### src/rtl/core/assert_macros.svh
// Assertion macros shared by the RTL of the timestamp converter.
// No dependencies; taken in by `include where assertions are written.
`ifndef ASSERT_MACROS_SVH
`define ASSERT_MACROS_SVH

`ifndef SYNTHESIS

// Same-cycle implication, checked while out of reset.
`define ASSERT_IMPL(lbl, clk, rst_n, ante, cons, msg) \
    lbl: assert property (@(posedge clk) disable iff (!rst_n) (ante) |-> (cons)) \
        else $error(msg);

// Next-cycle implication, checked while out of reset.
`define ASSERT_NEXT(lbl, clk, rst_n, ante, cons, msg) \
    lbl: assert property (@(posedge clk) disable iff (!rst_n) (ante) |=> (cons)) \
        else $error(msg);

`else

`define ASSERT_IMPL(lbl, clk, rst_n, ante, cons, msg)
`define ASSERT_NEXT(lbl, clk, rst_n, ante, cons, msg)

`endif

`endif

### src/rtl/core/ists_pkg.sv
// Types, constants and helper functions for the timestamp converter.
// No dependencies; used by ists_ctrl, ists_datapath and the top level.
`timescale 1ns / 1ps

package ists_pkg;

    // Character codes
    localparam logic [7:0] CH_ZERO  = 8'h30;
    localparam logic [7:0] CH_NINE  = 8'h39;
    localparam logic [7:0] CH_DASH  = 8'h2D;
    localparam logic [7:0] CH_COLON = 8'h3A;
    localparam logic [7:0] CH_T     = 8'h54;
    localparam logic [7:0] CH_SPACE = 8'h20;

    // String positions
    localparam logic [4:0] POS_LIMIT = 5'd19;  // length that enables the time part
    localparam logic [4:0] LEN_DATE  = 5'd10;  // shortest valid string

    typedef struct packed {
        logic [7:0] char_code;
        logic       last_char;
    } ists_char_t;

    typedef struct packed {
        logic signed [38:0] unix_seconds;
        logic               valid_res;
    } ists_result_t;

    // Controller to datapath commands
    typedef struct packed {
        logic take_char;   // accumulate the accepted character
        logic start;       // latch checks and operands, clear the parser
        logic step_era;    // era and year of era
        logic step_doe;    // day of era
        logic step_days;   // days since epoch
        logic step_secs;   // seconds since epoch
        logic load_out;    // load the result register
    } ists_cmd_t;

    // floor(t / 25) for t up to 624, by reciprocal multiply
    function automatic logic [4:0] div25(input logic [9:0] t);
        logic [21:0] p;
        p = t * 22'd2622;
        return 5'(p >> 16);
    endfunction

    // Days before the first of a March-based month: (153 * mp + 2) / 5
    function automatic logic [8:0] month_days(input logic [3:0] mp);
        logic [8:0] d;
        unique case (mp)
            4'd0:    d = 9'd0;
            4'd1:    d = 9'd31;
            4'd2:    d = 9'd61;
            4'd3:    d = 9'd92;
            4'd4:    d = 9'd122;
            4'd5:    d = 9'd153;
            4'd6:    d = 9'd184;
            4'd7:    d = 9'd214;
            4'd8:    d = 9'd245;
            4'd9:    d = 9'd275;
            4'd10:   d = 9'd306;
            4'd11:   d = 9'd337;
            default: d = 9'd0;
        endcase
        return d;
    endfunction

endpackage

### src/rtl/core/ists_ctrl.sv
// Controller of the timestamp converter: handshakes and step sequencing.
// Depends on ists_pkg.
`timescale 1ns / 1ps

module ists_ctrl (
    input  logic              clk,
    input  logic              rst_n,
    input  logic              char_valid,
    input  logic              char_last,
    output logic              char_ready,
    output logic              result_valid,
    input  logic              result_ready,
    output ists_pkg::ists_cmd_t cmd
);

    typedef enum logic [2:0] {
        ST_RUN,
        ST_C1,
        ST_C2,
        ST_C3,
        ST_C4,
        ST_C5,
        ST_DONE
    } state_t;

    state_t state_reg;
    logic   char_ready_reg;
    logic   result_valid_reg;
    logic   take;
    logic   load;

    assign take = char_ready_reg && char_valid;
    assign load = (state_reg == ST_DONE) && (!result_valid_reg || result_ready);

    always_comb
    begin
        cmd           = '0;
        cmd.take_char = take;
        cmd.start     = (state_reg == ST_C1);
        cmd.step_era  = (state_reg == ST_C2);
        cmd.step_doe  = (state_reg == ST_C3);
        cmd.step_days = (state_reg == ST_C4);
        cmd.step_secs = (state_reg == ST_C5);
        cmd.load_out  = load;
    end

    always_ff @(posedge clk or negedge rst_n)
    begin
        if (!rst_n)
        begin
            state_reg        <= ST_RUN;
            char_ready_reg   <= 1'b1;
            result_valid_reg <= 1'b0;
        end
        else
        begin
            // a load in the same cycle as the handover keeps valid high
            priority if (load)
                result_valid_reg <= 1'b1;
            else if (result_valid_reg && result_ready)
                result_valid_reg <= 1'b0;
            else
                result_valid_reg <= result_valid_reg;
            unique case (state_reg)
                ST_RUN:
                begin
                    if (take && char_last)
                    begin
                        state_reg      <= ST_C1;
                        char_ready_reg <= 1'b0;
                    end
                end
                ST_C1: state_reg <= ST_C2;
                ST_C2: state_reg <= ST_C3;
                ST_C3: state_reg <= ST_C4;
                ST_C4: state_reg <= ST_C5;
                ST_C5: state_reg <= ST_DONE;
                ST_DONE:
                begin
                    if (load)
                    begin
                        state_reg      <= ST_RUN;
                        char_ready_reg <= 1'b1;
                    end
                end
                default: state_reg <= ST_RUN;
            endcase
        end
    end

    assign char_ready   = char_ready_reg;
    assign result_valid = result_valid_reg;

endmodule

### src/rtl/core/ists_datapath.sv
// Datapath of the timestamp converter: character parser, days-from-civil
// steps and the result register. Depends on ists_pkg.
`timescale 1ns / 1ps

module ists_datapath (
    input  logic                   clk,
    input  logic                   rst_n,
    input  ists_pkg::ists_cmd_t    cmd,
    input  ists_pkg::ists_char_t   char_item,
    output ists_pkg::ists_result_t result_item
);

    // Parser state
    logic [4:0]  pos_reg, pos_next;
    logic [13:0] year_reg, year_next;
    logic [6:0]  month_reg, month_next;
    logic [6:0]  day_reg, day_next;
    logic [6:0]  hour_reg, hour_next;
    logic [6:0]  minute_reg, minute_next;
    logic [6:0]  second_reg, second_next;
    logic        date_ok_reg, date_ok_next;
    logic        time_ok_reg, time_ok_next;
    logic        time_sep_reg, time_sep_next;

    logic [7:0]  c;
    logic        is_digit;
    logic [3:0]  digit;

    // Arithmetic registers
    logic               ok_reg;
    logic signed [14:0] yy_reg;
    logic [3:0]         mp_reg;
    logic [4:0]         dd_reg;
    logic [16:0]        tod_reg;
    logic signed [5:0]  era_reg;
    logic [8:0]         yoe_reg;
    logic [17:0]        doe_reg;
    logic signed [22:0] days_reg;
    logic signed [38:0] secs_reg;
    ists_pkg::ists_result_t result_reg;

    assign c        = char_item.char_code;
    assign is_digit = (c >= ists_pkg::CH_ZERO) && (c <= ists_pkg::CH_NINE);
    assign digit    = 4'(c - ists_pkg::CH_ZERO);

    always_comb
    begin
        pos_next      = pos_reg;
        year_next     = year_reg;
        month_next    = month_reg;
        day_next      = day_reg;
        hour_next     = hour_reg;
        minute_next   = minute_reg;
        second_next   = second_reg;
        date_ok_next  = date_ok_reg;
        time_ok_next  = time_ok_reg;
        time_sep_next = time_sep_reg;
        if (cmd.start)
        begin
            pos_next      = '0;
            year_next     = '0;
            month_next    = '0;
            day_next      = '0;
            hour_next     = '0;
            minute_next   = '0;
            second_next   = '0;
            date_ok_next  = 1'b1;
            time_ok_next  = 1'b1;
            time_sep_next = 1'b0;
        end
        else if (cmd.take_char)
        begin
            unique case (pos_reg)
                5'd0, 5'd1, 5'd2, 5'd3:
                    if (is_digit) year_next = year_reg * 14'd10 + 14'(digit);
                    else          date_ok_next = 1'b0;
                5'd4, 5'd7:
                    if (c != ists_pkg::CH_DASH) date_ok_next = 1'b0;
                5'd5, 5'd6:
                    if (is_digit) month_next = month_reg * 7'd10 + 7'(digit);
                    else          date_ok_next = 1'b0;
                5'd8, 5'd9:
                    if (is_digit) day_next = day_reg * 7'd10 + 7'(digit);
                    else          date_ok_next = 1'b0;
                5'd10:
                    time_sep_next = (c == ists_pkg::CH_T) || (c == ists_pkg::CH_SPACE);
                5'd11, 5'd12:
                    if (is_digit) hour_next = hour_reg * 7'd10 + 7'(digit);
                    else          time_ok_next = 1'b0;
                5'd13, 5'd16:
                    if (c != ists_pkg::CH_COLON) time_ok_next = 1'b0;
                5'd14, 5'd15:
                    if (is_digit) minute_next = minute_reg * 7'd10 + 7'(digit);
                    else          time_ok_next = 1'b0;
                5'd17, 5'd18:
                    if (is_digit) second_next = second_reg * 7'd10 + 7'(digit);
                    else          time_ok_next = 1'b0;
                default: ;
            endcase
            if (pos_reg < ists_pkg::POS_LIMIT)
                pos_next = pos_reg + 5'd1;
        end
    end

    always_ff @(posedge clk or negedge rst_n)
    begin
        if (!rst_n)
        begin
            pos_reg      <= '0;
            year_reg     <= '0;
            month_reg    <= '0;
            day_reg      <= '0;
            hour_reg     <= '0;
            minute_reg   <= '0;
            second_reg   <= '0;
            date_ok_reg  <= 1'b1;
            time_ok_reg  <= 1'b1;
            time_sep_reg <= 1'b0;
        end
        else
        begin
            pos_reg      <= pos_next;
            year_reg     <= year_next;
            month_reg    <= month_next;
            day_reg      <= day_next;
            hour_reg     <= hour_next;
            minute_reg   <= minute_next;
            second_reg   <= second_next;
            date_ok_reg  <= date_ok_next;
            time_ok_reg  <= time_ok_next;
            time_sep_reg <= time_sep_next;
        end
    end

    // Step 1: range checks, shifted year and month, time of day
    logic               use_time;
    logic [6:0]         h, mi, s;
    logic               ok_c;
    logic signed [14:0] yy_c;
    logic [3:0]         mp_c;
    logic [16:0]        tod_c;

    always_comb
    begin
        use_time = (pos_reg == ists_pkg::POS_LIMIT) && time_sep_reg;
        h  = use_time ? hour_reg   : 7'd0;
        mi = use_time ? minute_reg : 7'd0;
        s  = use_time ? second_reg : 7'd0;
        ok_c = (pos_reg >= ists_pkg::LEN_DATE) && date_ok_reg
            && (!use_time || time_ok_reg)
            && (month_reg >= 7'd1) && (month_reg <= 7'd12)
            && (day_reg >= 7'd1) && (day_reg <= 7'd31)
            && (h <= 7'd23) && (mi <= 7'd59) && (s <= 7'd60);
        yy_c  = $signed({1'b0, year_reg}) - ((month_reg <= 7'd2) ? 15'sd1 : 15'sd0);
        mp_c  = (month_reg > 7'd2) ? 4'(month_reg - 7'd3) : 4'(month_reg + 7'd9);
        tod_c = h * 17'd3600 + mi * 17'd60 + 17'(s);
    end

    // Step 2: era = floor(yy / 400), year of era
    logic signed [5:0]  era_c;
    logic signed [14:0] yoe_c;

    always_comb
    begin
        if (yy_reg[14])
            era_c = -6'sd1;
        else
            era_c = $signed({1'b0, ists_pkg::div25(yy_reg[13:4])});
        yoe_c = yy_reg - era_c * 15'sd400;
    end

    // Step 3: day of era
    logic [6:0]  q4;
    logic [4:0]  c100;
    logic [17:0] doe_c;

    always_comb
    begin
        q4    = yoe_reg[8:2];
        c100  = ists_pkg::div25({3'b000, q4});
        doe_c = yoe_reg * 18'd365 + 18'(q4) - 18'(c100)
              + 18'(ists_pkg::month_days(mp_reg)) + 18'(dd_reg) - 18'd1;
    end

    // Step 4 and 5: days, then seconds
    logic signed [23:0] days_c;
    logic signed [39:0] secs_c;

    always_comb
    begin
        days_c = 24'(era_reg) * 24'sd146097 + $signed({6'b0, doe_reg}) - 24'sd719468;
        secs_c = 40'(days_reg) * 40'sd86400 + $signed({23'b0, tod_reg});
    end

    always_ff @(posedge clk)
    begin
        if (cmd.start)
        begin
            ok_reg  <= ok_c;
            yy_reg  <= yy_c;
            mp_reg  <= mp_c;
            dd_reg  <= day_reg[4:0];
            tod_reg <= tod_c;
        end
        if (cmd.step_era)
        begin
            era_reg <= era_c;
            yoe_reg <= yoe_c[8:0];
        end
        if (cmd.step_doe)
            doe_reg <= doe_c;
        if (cmd.step_days)
            days_reg <= days_c[22:0];
        if (cmd.step_secs)
            secs_reg <= secs_c[38:0];
        if (cmd.load_out)
        begin
            result_reg.unix_seconds <= ok_reg ? secs_reg : '0;
            result_reg.valid_res    <= ok_reg;
        end
    end

    assign result_item = result_reg;

endmodule

### src/rtl/core/iso8601_to_unix_seconds_top.sv
// Top level of the ISO-8601 timestamp to Unix seconds converter.
// Depends on ists_pkg, ists_ctrl, ists_datapath and assert_macros.svh.
`timescale 1ns / 1ps
`include "assert_macros.svh"

// Usage
//   Char channel (char_valid / char_ready / char_item): one string character
//   per transaction, char_item.last_char set on the final one. The form taken
//   is YYYY-MM-DD, optionally followed by T or space and HH:MM:SS; anything
//   past the nineteenth character is ignored.
//   Result channel (result_valid / result_ready / result_item): one
//   transaction per string, carrying proleptic Gregorian seconds since
//   1970-01-01T00:00:00 and valid_res; unix_seconds is zero when not valid.
// Timing
//   Characters go in at one per cycle while char_ready is high. After the
//   last-character transaction the controller runs five arithmetic steps and
//   a load, and the char channel is not ready until that load is done; the
//   load waits while the output register holds a result not yet taken.
// Reset
//   rst_n clears the parser, the controller and result_valid; char_ready is
//   high right after reset.
// Stall
//   The result sits in an output register; the next string is taken in while
//   it waits, and a second result holds in the last step until it frees up.

module iso8601_to_unix_seconds_top (
    input  logic                   clk,
    input  logic                   rst_n,
    input  logic                   char_valid,
    output logic                   char_ready,
    input  ists_pkg::ists_char_t   char_item,
    output logic                   result_valid,
    input  logic                   result_ready,
    output ists_pkg::ists_result_t result_item
);

    ists_pkg::ists_cmd_t cmd;

    // Handshakes and step sequencing
    ists_ctrl u_ctrl (
        .clk          (clk),
        .rst_n        (rst_n),
        .char_valid   (char_valid),
        .char_last    (char_item.last_char),
        .char_ready   (char_ready),
        .result_valid (result_valid),
        .result_ready (result_ready),
        .cmd          (cmd)
    );

    // Parser, date arithmetic and result register
    ists_datapath u_datapath (
        .clk         (clk),
        .rst_n       (rst_n),
        .cmd         (cmd),
        .char_item   (char_item),
        .result_item (result_item)
    );

    // The last character closes the char channel while the arithmetic runs
    `ASSERT_NEXT(a_last_blocks, clk, rst_n, char_valid && char_ready && char_item.last_char, !char_ready, "char channel open after last character")

    // An invalid result always carries zero seconds
    `ASSERT_IMPL(a_invalid_zero, clk, rst_n, result_valid, result_item.valid_res || (result_item.unix_seconds == '0), "invalid result with nonzero seconds")

    // A new result only appears out of the load step, never while parsing
    `ASSERT_IMPL(a_load_step, clk, rst_n, $rose(result_valid), $past(!char_ready), "result appeared while parsing")

endmodule
### config.mk
export PLATFORM = sky130hd
export DESIGN_NAME = iso8601_to_unix_seconds_top
export DESIGN_NICKNAME = d
export VERILOG_FILES = /design/src/rtl/core/ists_pkg.sv /design/src/rtl/core/ists_ctrl.sv /design/src/rtl/core/ists_datapath.sv /design/src/rtl/core/iso8601_to_unix_seconds_top.sv
export VERILOG_INCLUDE_DIRS = /design/src /design/src/rtl/core
export SDC_FILE = /design/constraint.sdc
export NUM_CORES = 1
export LEC_CHECK = 0
export BUFFER_PORTS_ARGS = -buffer_cell sky130_fd_sc_hd__clkbuf_2
export CAP_MARGIN = 20
export CORE_ASPECT_RATIO = 0.5
export CORE_MARGIN = 4
export CORE_UTILIZATION = 70
export CTS_CLUSTER_SIZE = 10
export DETAILED_ROUTE_END_ITERATION = 6
export HOLD_SLACK_MARGIN = 0.06
export PLACE_DENSITY = 0.93
export SETUP_SLACK_MARGIN = 0.2
export SLEW_MARGIN = 20
export SYNTH_ARGS = -nofsm -noshare
export SYNTH_HDL_FRONTEND = slang
export SYNTH_SLANG_ARGS = --single-unit
### constraint.sdc
create_clock -name clk -period 13.5 [get_ports clk]
set_clock_uncertainty 0.15 [all_clocks]
set_input_delay 2.7 -clock clk [delete_from_list [all_inputs] [get_ports clk]]
set_output_delay 2.7 -clock clk [all_outputs]
set_load 0.02 [all_outputs]
# Word level (Yosys, flattened, before mapping)
# Memory sizes are Yosys's and may differ from the RTL's. A register that Yosys moved wholly into a read port is not among the register bits.
# Index checks and enable logic that the tools add are counted.
# Widths: inputs -> output; s select.
classes:
  multipliers: 14
  n_lt_le_gt_ge: 13
  n_eq_ne: 35
  n_mux: 54
  n_reduce_logical: 58
  n_addsub: 22
op_table:
  columns: ["operator", "n"]
  rows:
  - ["$mux 7", 23]
  - ["$mux 14", 4]
  - ["$eq 5x4->1 const B", 8]
  - ["$add 39x18->39", 1]
  - ["$add 7x4->7", 5]
  - ["$mul 7x3->6 const B", 5]
  - ["$mul 23x11->32 const B", 1]
  - ["$reduce_bool 2->1", 12]
  - ["$add 23x19->23", 1]
  - ["$mul 6x19->23 const B", 1]
  - ["$sub 23x21->23 const B", 1]
  - ["$pmux 3 s7", 1]
  - ["$reduce_and 3->1", 7]
  - ["$eq 5x3->1 const B", 4]
  - ["$eq 5x5->1 const B", 4]
  - ["$mul 10x11->20 const B", 1]
  - ["$add 18x5->18", 1]
  - ["$add 18x7->18", 1]
  - ["$add 18x9->18", 1]
  - ["$mul 7x11->18 const B", 1]
  - ["$mul 9x9->18 const B", 1]
  - ["$sub 18x1->18 const B", 1]
  - ["$sub 18x3->18", 1]
  - ["$add 17x13->17", 1]
  - ["other kinds (51)", 109]
totals:
  n_memories: 1
  word_cells: 222
  rom_bits: 144
  ff_bits: 239
  out_inout_bits: 42
  inputBits: 13
memory_table:
  columns: ["memory", "depth", "word_bits", "read_ports", "rd_ports_with_merged_regs", "wr", "line_no", "rtl"]
  rows:
  - ["(no name shown)", 16, 9, 1, 1, 0, "ists_pkg.sv:50", "unique case (mp)"]

# Logic depth before layout (Yosys ltp)
# Gate-level depths: netlist of run 1.
logic_depth:
  depth_word: 12
  mapped_depth: 32
  mapped_depth_nobuf: 32

# Modules after synthesis
# Synthesis of run 1 repeated with hierarchy kept, for this count alone.
hier_totals:
  cells_unflattened: 2512
  hier_area_um2: 26467.9
by_module_without_submodules:
  columns: ["module", "area_each_um2", "instances", "cells_per_inst", "seq_area_each_um2"]
  rows:
  - ["ists_datapath", 26181.4, 1, 2480, 6924.1]
  - ["ists_ctrl", 286.5, 1, 32, 126.4]

# Worst setup path before layout of run 1
# OpenSTA, ideal clock, no wires.
synth_timing:
  path_type: "register to register"
  start: "reg u_datapath.yoe_reg[3]"
  end: "reg u_datapath.doe_reg[17], data pin"
  setup_slack_ps: 6018
  n_path_buf: 0
  t_arrival_ps: 7072
  setup_time_ps: 260
  path_stages_with_launch: 33
  synth_period_minus_slack_ps: 7482
  cell_sequence: "edfxtp_1 > inv_1 > fa_1 > inv_1 > ha_1 > ha_1 > inv_1 > fa_1 > inv_1 > ha_1 > a21o_1 > a21o_1 > a21o_1 > a21o_1 > a21oi_1 > o41a_1 > xor2_1 > ha_1 > fa_1 > inv_1 > fa_1 > inv_1 > ha_1 > a21o_1 > a21oi_1 > o21bai_1 > a21o_1 > a21oi_1 > o21ai_0 > o41a_1 > a211o_1 > a21oi_1 > xnor2_1"
synth_between:
  elab_chain_len: 6
synth_lines:
  columns: ["item", "line_no", "rtl"]
  rows:
  - ["from (decl)", "ists_datapath.sv:36", "logic [8:0] yoe_reg;"]
  - ["from (signal assigned)", "ists_datapath.sv:208", "yoe_reg <= yoe_c[8:0];"]
  - ["$mul 9x9->18", "ists_datapath.sv:181", "doe_c = yoe_reg * 18'd365 + 18'(q4) - 18'(c100)"]
  - ["$add 18x7->18", "ists_datapath.sv:181", null]
  - ["$sub 18x3->18 (*)", "ists_datapath.sv:181", null]
  - ["$add 18x9->18 (*)", "ists_datapath.sv:182", "+ 18'(ists_pkg::month_days(mp_reg)) + 18'(dd_reg) - 18'd1;"]
  - ["$add 18x5->18 (*)", "ists_datapath.sv:182", null]
  - ["$sub 18x1->18 (*)", "ists_datapath.sv:182", null]
  - ["net u_datapath.doe_c[17]", "ists_datapath.sv:175", "logic [17:0] doe_c;"]
  - ["to (signal assigned)", "ists_datapath.sv:211", "doe_reg <= doe_c;"]
  - ["to (decl)", "ists_datapath.sv:37", "logic [17:0] doe_reg;"]
# Mark *: on every way through the listed nets, which the timed path passes. The rest lies on a longest branch.
# A chain may end at the register's enable or synchronous reset.

# Worst setup path in the final report of run 1
layout_timing:
  start: "reg u_datapath.yoe_reg[3]"
  end: "reg u_datapath.doe_reg[16], data pin"
# Same word-level chain as after synthesis.

==> metrics.txt, run 1 <==
CP endpoint u_datapath.doe_reg[16]; count of cell types in the netlist 80; Mean Syn Cell Area 10.5 µm²; 1st-iter DRT viols 1460; Critical Path RT 13.68 ns; setup_tns 0 ns; Syn Nets 3230; max reg flops 40; drt pass-1 iters 6; status complete, no violations; PortBufs 54; crit path max-delay cell type edfxtp_1; Starting Density 0.718; first-pass GRT wire length 94300 µm; max-slew violations 0; Setup Buffers After CTS 0; Placer Congestion 0.919; RSZ-0062 raised after global routing false; worst r2r src u_datapath.yoe_reg[3]; Worst Path Buf+Inv 4; Overflow after GRT 0; routed vias/inst 6.04; Detailed Route WL 57100 µm; Period minus WS final 8.27 ns; delay-heaviest family, CP adder cells; Synth area leaders ha_1, edfxtp_1, fa_1; die area 40700 µm²; register area share after synthesis 0.270; most frequent cells in the layout ha_1, inv_1, fa_1; Hold Violations, Final 0; TritonCTS Buffers 29; die height 145 µm; setup violators final 0; Setup WS post-layout 5.23 ns; CP startpoint kind flip-flop; Vias 18500; ys async rst share 0.250; fraction of layout cells with a size suffix above 1 0.0498; reg-to-reg setup timing slack 5.23 ns; Slew headroom 0.291; number of synthesized flops with an enable pin 177; area share of the largest cell type after synthesis 0.243; Antenna diodes 0; period utilization 0.613; HPWL after DPL 43800 µm; Core ar. 36400 µm²; Hold WC Path Type reg2reg; Tightest Pin Transition 1.04 ns; Post-Syn Area 26200 µm²; cell count along the critical path 31; H-tree depth 1; Yosys warnings 0; Hold Worst Slack 0.253 ns; nets 3295; Area growth, synth to finish 6.37%; Die Wd 281 µm; DR WL/cell 18.7 µm; clk buf depth 3; DRC 0; initial antenna violation count 0; CTS Sinks 248; synthesized instance count 2493; cts repair resizes 0; predominant post-synthesis flop cell edfxtp_1; crit-path max FO 8; R2R cell count 31; via count of the first global-routing pass 19600; Reg-to-Reg End u_datapath.doe_reg[16]; clock latency on the worst-skew pair 0.57 ns; Yosys reg bits 248; CP startpoint u_datapath.yoe_reg[3]; fmax 0.121 GHz; Setup Crit Path Kind reg2reg; most frequent CP cell ha_1; CTS tree done; Synth area leader ha_1; commonest non-fill, non-tap cell in the layout ha_1; CTS Root Cell clkbuf_16; Worst Path Arrival 8.45 ns; largest net degree at the start of global routing 63; Max Cap Viol 0; Worst-path clk slew 0.06 ns; Layout Cells excl Fill 3054; # placed instances 3008; GRT Overall Usage 0.286; dpl ws 5.24 ns; ANT nets after route 0; FP Rows 49; I/O pins 55; Worst Setup End Kind flip-flop; Critical Path Max Stage Delay 0.59 ns; post-cts hold buffer count 0
[worst min path at each step]
stage	start	cells after the start	slack [ns]	endpoint
detailed placement	u_datapath.tod_reg[2]	0	0.26	u_datapath.secs_reg[2]
CTS	u_datapath.tod_reg[2]	0	0.24	u_datapath.secs_reg[2]
finish	u_datapath.tod_reg[2]	0	0.25	u_datapath.secs_reg[2]
floorplan	u_datapath.tod_reg[0]	0	0.25	u_datapath.secs_reg[0]
global placement	u_datapath.tod_reg[6]	0	0.25	u_datapath.secs_reg[6]
global route	u_datapath.tod_reg[2]	0	0.26	u_datapath.secs_reg[2]
[routing by layer]
metal,share of wire,routed length [µm],track usage,vias up
li1,-,-,-,8529
met1,0.39,22300,0.334,9037
met2,0.51,29200,0.536,685
met3,0.059,3360,0.0487,200
met4,0.039,2200,0.105,0
met5,0,0,0,-
[logic make-up after synthesis]
kind of cell / count (synthesis) / synth area share
AO/OA/AOI/OAI: 378 / 0.0930
buffers and inverters: 482 / 0.0693
flip-flops: 248 / 0.270
multiplexers: 12 / 0.00464
XOR/XNOR: 199 / 0.0677
AND/OR/NAND/NOR: 450 / 0.0876
adder cells (fa/ha/maj): 724 / 0.408
[layout make-up]
type                       instances  area, µm²
multi-input combinational       1763      17300
fill                            2120       8590
sequential                       248       7050
inverter                         456       1710
clock buffer                      38        759
tap                              484        606
timing repair buffer              60        348
clock inverter                     5       27.5
[metrics by stage]
stage,instance area (µm²),util
2_1_floorplan,26200,-
3_3_place_gp,27000,0.741
3_5_place_dp,27000,0.741
4_1_cts,27800,0.762
5_1_grt,27800,0.764
6_report,27800,0.764
[synth_stat cells (4+ instances only)]
master and count:
ha_1 508, inv_1 455, fa_1 216, edfxtp_1 177, xnor2_1 136, nand2_1 132
a21oi_1 101, o21ai_0 90, nor2_1 78, xor2_1 61, dfrtp_1 59, and2_1 51
a21o_1 49, nor3_1 37, nand3_1 32, o21bai_1 22, clkbuf_1 21, nand2b_1 21
o31ai_1 20, nor2b_1 18, and3_1 17, a22o_1 12, nor3b_1 12, mux2i_1 11
o21a_1 11, o211ai_1 10, or3_1 10, dfxtp_1 9, or2_2 9, a31oi_1 7
a211oi_1 6, nand4_1 5, nor4_1 5, o41ai_1 5, a211o_1 4, a21boi_0 4
a311oi_1 4
Power of run 1 is not shown: default switching activity piles up to over one toggle a cycle in this logic, so the estimate is an artifact.
==> run 2, diff against run 1 <==
- CORE_UTILIZATION: 70 -> 65
- PLACE_DENSITY: 0.93 -> 0.87
- clock period: 13.5 -> 7.65 ns (I/O delays scaled with it)
==> run 2 against run 1 <==
Cell count rose by 2.5%. Via count fell by 4.1%. Fmax rose by 11%. Critical path depth rose by 1. Wire length fell by 9.2%. Hold slack improved by 0.0017 ns. Largest cell class unchanged. Register-to-register slack got worse by 5.0 ns. Global-route usage fell by 4.6 points. Core utilization fell by 4.5 points. Sequential share of layout area fell by 0.39 points.
==> metrics.txt, run 2 (synthesis gave the netlist of run 1 again) <==
clock latency on the worst-skew pair 0.59 ns (+0.02 ns); CTS tree done; max reg flops 40 (unchanged); Worst Path Arrival 7.65 ns (-0.80 ns); 1st-iter DRT viols 909 (-38%); HPWL after DPL 40300 µm (-8.1%); I/O pins 55 (unchanged); Slew headroom 0.333 (+0.0416); post-cts hold buffer count 0 (unchanged); DR WL/cell 16.6 µm (-11%); Placer Congestion 0.888 (-3.4%); delay-heaviest family, CP adder cells; DRC 0 (unchanged); CTS Root Cell clkbuf_16; ANT nets after route 0 (unchanged); max-slew violations 0 (unchanged); Detailed Route WL 51900 µm (-9.2%); Fillers 2595 (+22%); Setup Crit Path Kind reg2reg; period utilization 0.976 (+0.363); fraction of layout cells with a size suffix above 1 0.0712 (+0.0213); Core ar. 39300 µm² (+7.9%); Global Route met1 Usage 0.309 (-0.0258); drt pass-1 iters 6 (unchanged); Starting Density 0.665 (-0.0528); H-tree depth 1 (unchanged); status complete, no violations; Max Cap Viol 0 (unchanged); largest net degree at the start of global routing 63 (unchanged); GRT Overall Usage 0.240 (-0.0457); Area growth, synth to finish 8.05%; die area 43700 µm² (+7.4%); Hold WC Path Type reg2reg; Hold Violations, Final 0 (unchanged); Period minus WS final 7.47 ns (-0.807 ns); Critical Path Max Stage Delay 0.52 ns (-0.07 ns); routed vias/inst 5.65 (-6.4%); CP startpoint kind flip-flop; Worst Path Buf+Inv 6 (+2); most frequent CP cell a21oi_2; fmax 0.134 GHz (+11%); crit-path max FO 4 (-4); setup violators final 0 (unchanged); commonest non-fill, non-tap cell in the layout ha_1; Final Util 0.719 (-0.0450); Overflow after GRT 0 (unchanged); Critical Path RT 7.83 ns (-5.85 ns); clk buf depth 3 (unchanged); TritonCTS Buffers 29 (unchanged); most frequent cells in the layout ha_1, inv_1, fa_1; Antenna diodes 0 (unchanged); FP Rows 51 (+4.1%); RSZ-0062 raised after global routing true; first-pass GRT wire length 87300 µm (-7.4%); PortBufs 54 (unchanged); busiest grt layer met2; GR Util met3 0.0301 (-0.0186); Vias 17700 (-4.1%); die height 150 µm (+3.6%); Die Wd 292 µm (+3.7%); initial antenna violation count 0 (unchanged); CTS Sinks 248 (unchanged); Worst-path clk slew 0.05 ns (about the same); via count of the first global-routing pass 18500 (-5.3%); Worst Setup End Kind flip-flop; crit path max-delay cell type fa_1; Layout Cells excl Fill 3130 (+2.5%); met2 Use GR 0.432 (-0.104); # placed instances 3068 (+2.0%); Tightest Pin Transition 1.00 ns (-0.0356 ns); nets 3323 (+0.85%)
[run 2: path summary, 6_finish.rpt]
| kind | startpoint | endpoint | slack [ns] | depth (start not counted) |
|---|---|---|---|---|
| max | u_datapath.yoe_reg[7] | u_datapath.doe_reg[17] | 0.18 | 32 |
| min | u_datapath.tod_reg[6] | u_datapath.secs_reg[6] | 0.25 | 0 |
| max reg2reg | u_datapath.yoe_reg[7] | u_datapath.doe_reg[17] | 0.18 | 32 |
| min reg2reg | u_datapath.tod_reg[6] | u_datapath.secs_reg[6] | 0.25 | 0 |
| max in group asynchronous | rst_n | u_datapath.minute_reg[2] | 5.85 | 2 |
| min in group asynchronous | rst_n | u_datapath.month_reg[6] | 0.97 | 2 |
[run 2: area by class of cell]
cell class | count | area, µm² | share of cell area
clock inverters | 3 | 28.8 | 0.00102
flip-flops and latches | 248 | 7050 | 0.249
repair buffers | 88 | 557 | 0.0197
inverters | 456 | 1720 | 0.0607
well taps | 530 | 663 | 0.0235
clock buffers | 42 | 795 | 0.0281
multi-input cells | 1763 | 17500 | 0.618
[run 2: per-layer routing]
metal	vias to the layer above	part of all wire	wire [µm]
li1	8593	-	-
met1	8587	0.43	22400
met2	395	0.49	25700
met3	120	0.043	2230
met4	0	0.031	1600
met5	-	0	0
[run 2: repair_timing]
action,in CTS,in global routing
resized for setup,18,16
endpoints found under the setup margin,4,7
pin swaps,16,32
setup buffers,6,9
[run 2: per-stage QoR]
step | setup WS (ns) | area, µm² | TNS, ns | hold slack (ns)
final | 0.183 | 28300 | 0 | 0.255
after CTS | 0.200 | 28100 | 0 | 0.270
after global routing | -0.0556 | 28300 | -0.114 | 0.274
after floorplan | 0.211 | 26200 | 0 | 0.250
after global placement | 0.105 | 27100 | 0 | 0.251
after detailed placement | -0.0919 | 27100 | -0.168 | 0.257
Power of run 2 is left out for the same reason.
